### config.mk
export PLATFORM = sky130hd
export DESIGN_NAME = cpip_cordic_cell
export DESIGN_NICKNAME = d
export VERILOG_FILES = /design/src/sv/circle_point_in_plane_assert.svh /design/src/sv/cpip_pkg.sv /design/src/sv/cpip_cordic_cell.sv
export SDC_FILE = /design/constraint.sdc
export NUM_CORES = 1
export LEC_CHECK = 0
export BUFFER_PORTS_ARGS = -buffer_cell sky130_fd_sc_hd__buf_4
export CAP_MARGIN = 5
export CORE_AREA = 3 3 180 129
export CTS_BUF_LIST = sky130_fd_sc_hd__clkbuf_4
export CTS_CLUSTER_DIAMETER = 80
export CTS_CLUSTER_SIZE = 28
export DETAILED_ROUTE_END_ITERATION = 10
export DIE_AREA = 0 0 183 132
export MAX_ROUTING_LAYER = met4
export PLACE_DENSITY = 0.71
export SLEW_MARGIN = 30
export SYNTH_ARGS = -nofsm -noshare
export SYNTH_HDL_FRONTEND = slang
export SYNTH_SLANG_ARGS = --single-unit
### constraint.sdc
create_clock -name clock -period 4.34 [get_ports clock]
set_clock_uncertainty 0.2 [all_clocks]
set_input_delay 0.217 -clock clock [delete_from_list [all_inputs] [get_ports clock]]
set_output_delay 0.217 -clock clock [all_outputs]
set_load 0.01 [all_outputs]
### src/sv/circle_point_in_plane_assert.svh
// Assertion macros for the circle point block.
// Included by the modules that check their own control logic.
`ifndef CIRCLE_POINT_IN_PLANE_ASSERT_SVH
`define CIRCLE_POINT_IN_PLANE_ASSERT_SVH
`ifndef SYNTHESIS
`define CPIP_ASSERT_IMP(label, clk, rst, pre, post) \
   label: assert property (@(posedge clk) disable iff (rst) (pre) |-> (post)) \
      else $error("assertion failed: %m");
`define CPIP_ASSERT_NXT(label, clk, rst, pre, post) \
   label: assert property (@(posedge clk) disable iff (rst) (pre) |=> (post)) \
      else $error("assertion failed: %m");
`else
`define CPIP_ASSERT_IMP(label, clk, rst, pre, post)
`define CPIP_ASSERT_NXT(label, clk, rst, pre, post)
`endif
`endif

### src/sv/cpip_pkg.sv
// Shared types, widths and constants of the circle point block.
// No dependencies.
package cpip_pkg;

   localparam int ANGLE_W = 16;
   localparam int COORD_W = 32;
   localparam int NORM_W  = 16;
   localparam int UNIT_W  = 32;
   localparam int CORD_W  = 34;
   localparam int PHASE_W = 32;
   localparam int PROD_W  = 67;
   localparam int RC_W    = 37;
   localparam int TPROD_W = 69;
   localparam int TERM_W  = 39;
   localparam int SUM_W   = 41;

   localparam logic signed [CORD_W-1:0] INV_GAIN = 34'sd652032874;
   localparam logic signed [UNIT_W-1:0] ONE_Q30  = 32'sd1073741824;

   localparam logic [2:0] CSR_CENTER_X = 3'd0;
   localparam logic [2:0] CSR_CENTER_Y = 3'd1;
   localparam logic [2:0] CSR_CENTER_Z = 3'd2;
   localparam logic [2:0] CSR_NORMAL_X = 3'd3;
   localparam logic [2:0] CSR_NORMAL_Y = 3'd4;
   localparam logic [2:0] CSR_NORMAL_Z = 3'd5;
   localparam logic [2:0] CSR_RADIUS   = 3'd6;

   typedef struct packed {
      logic                      vld;
      logic [1:0]                quad;
      logic signed [CORD_W-1:0]  x;
      logic signed [CORD_W-1:0]  y;
      logic signed [PHASE_W-1:0] z;
   } cordic_type;

   typedef struct packed {
      logic signed [UNIT_W-1:0] ax_x;
      logic signed [UNIT_W-1:0] ax_y;
      logic signed [UNIT_W-1:0] ax_z;
      logic signed [UNIT_W-1:0] ay_x;
      logic signed [UNIT_W-1:0] ay_y;
      logic signed [UNIT_W-1:0] ay_z;
   } basis_type;

   function automatic logic signed [PHASE_W-1:0] atan_val(input int i);
      logic signed [PHASE_W-1:0] r;
      case (i)
         0: r = 32'sd536870912;
         1: r = 32'sd316933406;
         2: r = 32'sd167458907;
         3: r = 32'sd85004756;
         4: r = 32'sd42667331;
         5: r = 32'sd21354465;
         6: r = 32'sd10679838;
         7: r = 32'sd5340245;
         8: r = 32'sd2670163;
         9: r = 32'sd1335087;
         10: r = 32'sd667544;
         11: r = 32'sd333772;
         12: r = 32'sd166886;
         13: r = 32'sd83443;
         14: r = 32'sd41722;
         15: r = 32'sd20861;
         16: r = 32'sd10431;
         17: r = 32'sd5215;
         18: r = 32'sd2608;
         19: r = 32'sd1304;
         20: r = 32'sd652;
         21: r = 32'sd326;
         22: r = 32'sd163;
         23: r = 32'sd81;
         default: r = '0;
      endcase
      return r;
   endfunction

endpackage

### src/sv/cpip_cordic_cell.sv
// One rotation-mode CORDIC cell of the sine/cosine chain.
// Depends on cpip_pkg.
module cpip_cordic_cell
   import cpip_pkg::*;
#(
   parameter int SHIFT = 0
) (
   input  logic       clock,
   input  logic       reset,
   input  cordic_type d_in,
   output cordic_type d_out
);

   localparam logic signed [PHASE_W-1:0] ATAN = atan_val(SHIFT);

   logic                      vld_ff;
   logic [1:0]                quad_ff;
   logic signed [CORD_W-1:0]  x_ff, y_ff, x_in, y_in;
   logic signed [PHASE_W-1:0] z_ff, z_in;
   logic signed [CORD_W-1:0]  xs, ys;

   always_comb begin
      xs = d_in.x >>> SHIFT;
      ys = d_in.y >>> SHIFT;
      if (!d_in.z[PHASE_W-1]) begin
         x_in = d_in.x - ys;
         y_in = d_in.y + xs;
         z_in = d_in.z - ATAN;
      end else begin
         x_in = d_in.x + ys;
         y_in = d_in.y - xs;
         z_in = d_in.z + ATAN;
      end
   end

   always_ff @(posedge clock) begin
      if (reset) begin
         vld_ff <= 1'b0;
      end else begin
         vld_ff <= d_in.vld;
      end
   end

   always_ff @(posedge clock) begin
      quad_ff <= d_in.quad;
      x_ff    <= x_in;
      y_ff    <= y_in;
      z_ff    <= z_in;
   end

   assign d_out = '{vld: vld_ff, quad: quad_ff, x: x_ff, y: y_ff, z: z_ff};

endmodule

==> out/metrics.yaml <==
status: "complete, no violations"
end_kind: "flip-flop"
yosysWarnings: 0
wirelength_um: 30280
maxSlewViolCount: 0
grt_antenna_before_repair: 0
die_w_um: 183
finalHoldViolCount: 0
post-cts-setup-buffers: 0
clkTransAtPathRegs_ps: 190
htree_levels: 3
vias: 8879
detail_route.vias_per_cell: 5.652
path_delay_family: "compound AO/OA/AOI/OAI gates"
n_antenna_cell: 0
holdPathStages: 4
synth_cell_type_count: 78
syn2layout_area_growth_pct: 27.94
setup-tns-final_ps: 0
synth-seq-area-share_pct: 24.28
max_cap_viol_count: 0
synthFlopType: "dfxtp_1"
hold_ws_ps: 45.18
hp-class: "primary input to flip-flop"
numCtsBuffers: 9
p_leak_nw: 5.048
netlist_instances: 1068
timing.fmax_mhz: 289.2
drt_pass1_iterations: 5
ir_drop_uv: 191.7
critPathKind: "primary input to flip-flop"
io_pins: 208
ant_nets: 0
min_from: "d_in[64]"
worstPathArrival_ps: 3680
crit_chain: "dlygate4sd3_1 -> buf_4 -> inv_1 -> ha_1 -> fa_1 -> nor2b_1 -> o21ai_1 -> a31oi_1 -> nor4b_1 -> buf_4 -> o21a_1 -> nor3_1 -> o21bai_1 -> xnor2_1"
critPathLaunchType: "primary input"
synthArstFlopShare_pct: 0
critPathRequiredTime_ps: 4560
dp_cells: 1510
wire_per_inst_um: 19.27
portBuffers: 207
drive_gt1_share_pct: 19.63
cts_sinks: 102
syn_area_per_cell_um2: 7.875
worst_path_most_repeated_cell: "buf_4"
post-route-period-util_pct: 79.68
grt-ovfl-total: 0
setup-violations-final: 0
rsz0062_at_grt: "false"
die_height_um: 132
grt_pass1_vias: 8340
post-route-min-period_ps: 3458
dp_hpwl_um: 23710
power.density_nw_per_um2: 298.1
syn_area_um2: 8411
slew_headroom_pct: 38.72
cp_slowest_cell: "a31oi_1"
crit_buf_inv: 4
place_congestion: 0.9967
drt_iter0_drc: 948
start_util_pct: 38.90
grtUsageTotal_pct: 24.67
stdcell_count: 1571
max_stage_delay_ps: 680
route.detailed.drc: 0
cts_tree: "yes"
cts_max_path_buffers: 2
min_to: "y_ff[32]"
fin_nets: 1493
rows: 45
tightest_slew_ps: 919.2
coreArea_um2: 21620
fin_util_pct: 49.77
synth_edf_count: 0
grt_pass1_wl_um: 46330
cts_root_buffer: "clkbuf_4"
crit_fanout: 6
grt_max_degree: 86
synth_fp_nets: 1277
dieArea_um2: 24160
synth-seq-cells: 102
logic make-up (layout without fill, tap and decap cells):
family	Yosys count	count (layout)	synth area share, %
flops	102	102	24.28
xor+xnor	60	60	6.248
mux	13	13	1.547
simple gates	255	255	15.92
fa+ha+maj	104	104	15.83
compound gates	368	368	28.43
buf+inv	166	387	7.750
state kept, by name, summed over array words and instances, names as in the netlist:
register,count
quad_ff,2
z_ff,32
x_ff,33
y_ff,34
vld_ff,1
worst max path at each step:
| stage | from | end | slack [ps] | cells after the start |
|---|---|---|---|---|
| detailed placement | d_in[54] | y_ff[33] | 980 | 11 |
| finish | d_in[66] | x_ff[28] | 880 | 14 |
| global placement | d_in[32] | x_ff[28] | 1040 | 12 |
| floorplan | d_in[32] | y_ff[16] | 1590 | 10 |
| CTS | d_in[66] | x_ff[28] | 1010 | 14 |
| global route | d_in[66] | x_ff[28] | 820 | 14 |
synthesized netlist by cell type (5+ instances only):
cell type,count,area (um2)
nand3_1,12,60.06
ha_1,100,1251
o21bai_1,36,270.3
a21boi_1,6,45.04
xor2_1,5,43.79
or3_1,7,43.79
o41ai_1,5,43.79
o21ai_1,12,60.06
xnor2_1,55,481.7
nor4_1,10,62.56
dfxtp_1,102,2042
nor2_1,58,217.7
nand2_1,49,183.9
a211oi_1,8,60.06
clkbuf_1,32,120.1
o21a_1,10,75.07
nand4_1,16,100.1
nor3b_1,8,60.06
o31ai_1,6,45.04
a311oi_1,6,52.55
o211ai_1,12,90.09
nand3b_1,6,45.04
a21o_1,32,240.2
mux2i_1,13,130.1
nor3_1,35,175.2
a21oi_1,110,550.5
o21ai_0,59,295.3
a31oi_1,15,93.84
inv_1,106,397.9
a211o_1,6,52.55
buf_1,9,33.78
nand2b_1,10,62.56
buf_2,11,55.05
and3_1,5,31.28
nor2b_1,14,87.58
cells in the final DEF, fill, tap and decap left out, types with 45 or more instances in the layout:
master and n:
ha_1 100, xnor2_1 55, dfxtp_1 102, o21ai_0 59, nor2_1 58, dlygate4sd3_1 45, a21oi_1 110, buf_4 215
nand2_1 49, inv_1 106
repair_timing:
item	in CTS	in global routing
hold buffers	45	0
resized for setup	0	0
hold endpoints to repair	43	0
cell type report:
cell class	instances	area, um2
fillers	2111	10860
multi-input cells	800	5717
well taps	282	352.8
repair buffers	260	2064
inverters	111	416.7
flip-flops and latches	102	2042
clock buffers	9	67.56
clock inverters	7	100.1
stage by stage:
step                power [mW]  cell area [um2]  worst slack, ps
floorplan                1.962             8411             1590
global placement         2.561            10140             1037
detailed placement       2.565            10140            979.0
CTS                      3.216            10760             1015
global route             3.387            10760            815.1
finish                   3.207            10760            882.1
routing by layer:
layer	GRT usage, %	routed length, um
met2	34.84	12280
met4	4.651	469
met1	35.36	14280
met5	-	0
met3	6.646	3252
report_power, final:
part / switching, mW / internal (mW)
clock network: 0.404 / 0.195
logic: 0.815 / 0.637
registers: 0.0536 / 1.10
tightest hold or removal path: cells and delay by family:
family | cells | cell delay [ps]
buffers and inverters | 2 | 170
XOR/XNOR | 1 | 100
adder cells (fa/ha/maj) | 1 | 240
Power figures use the tool's default switching activity.
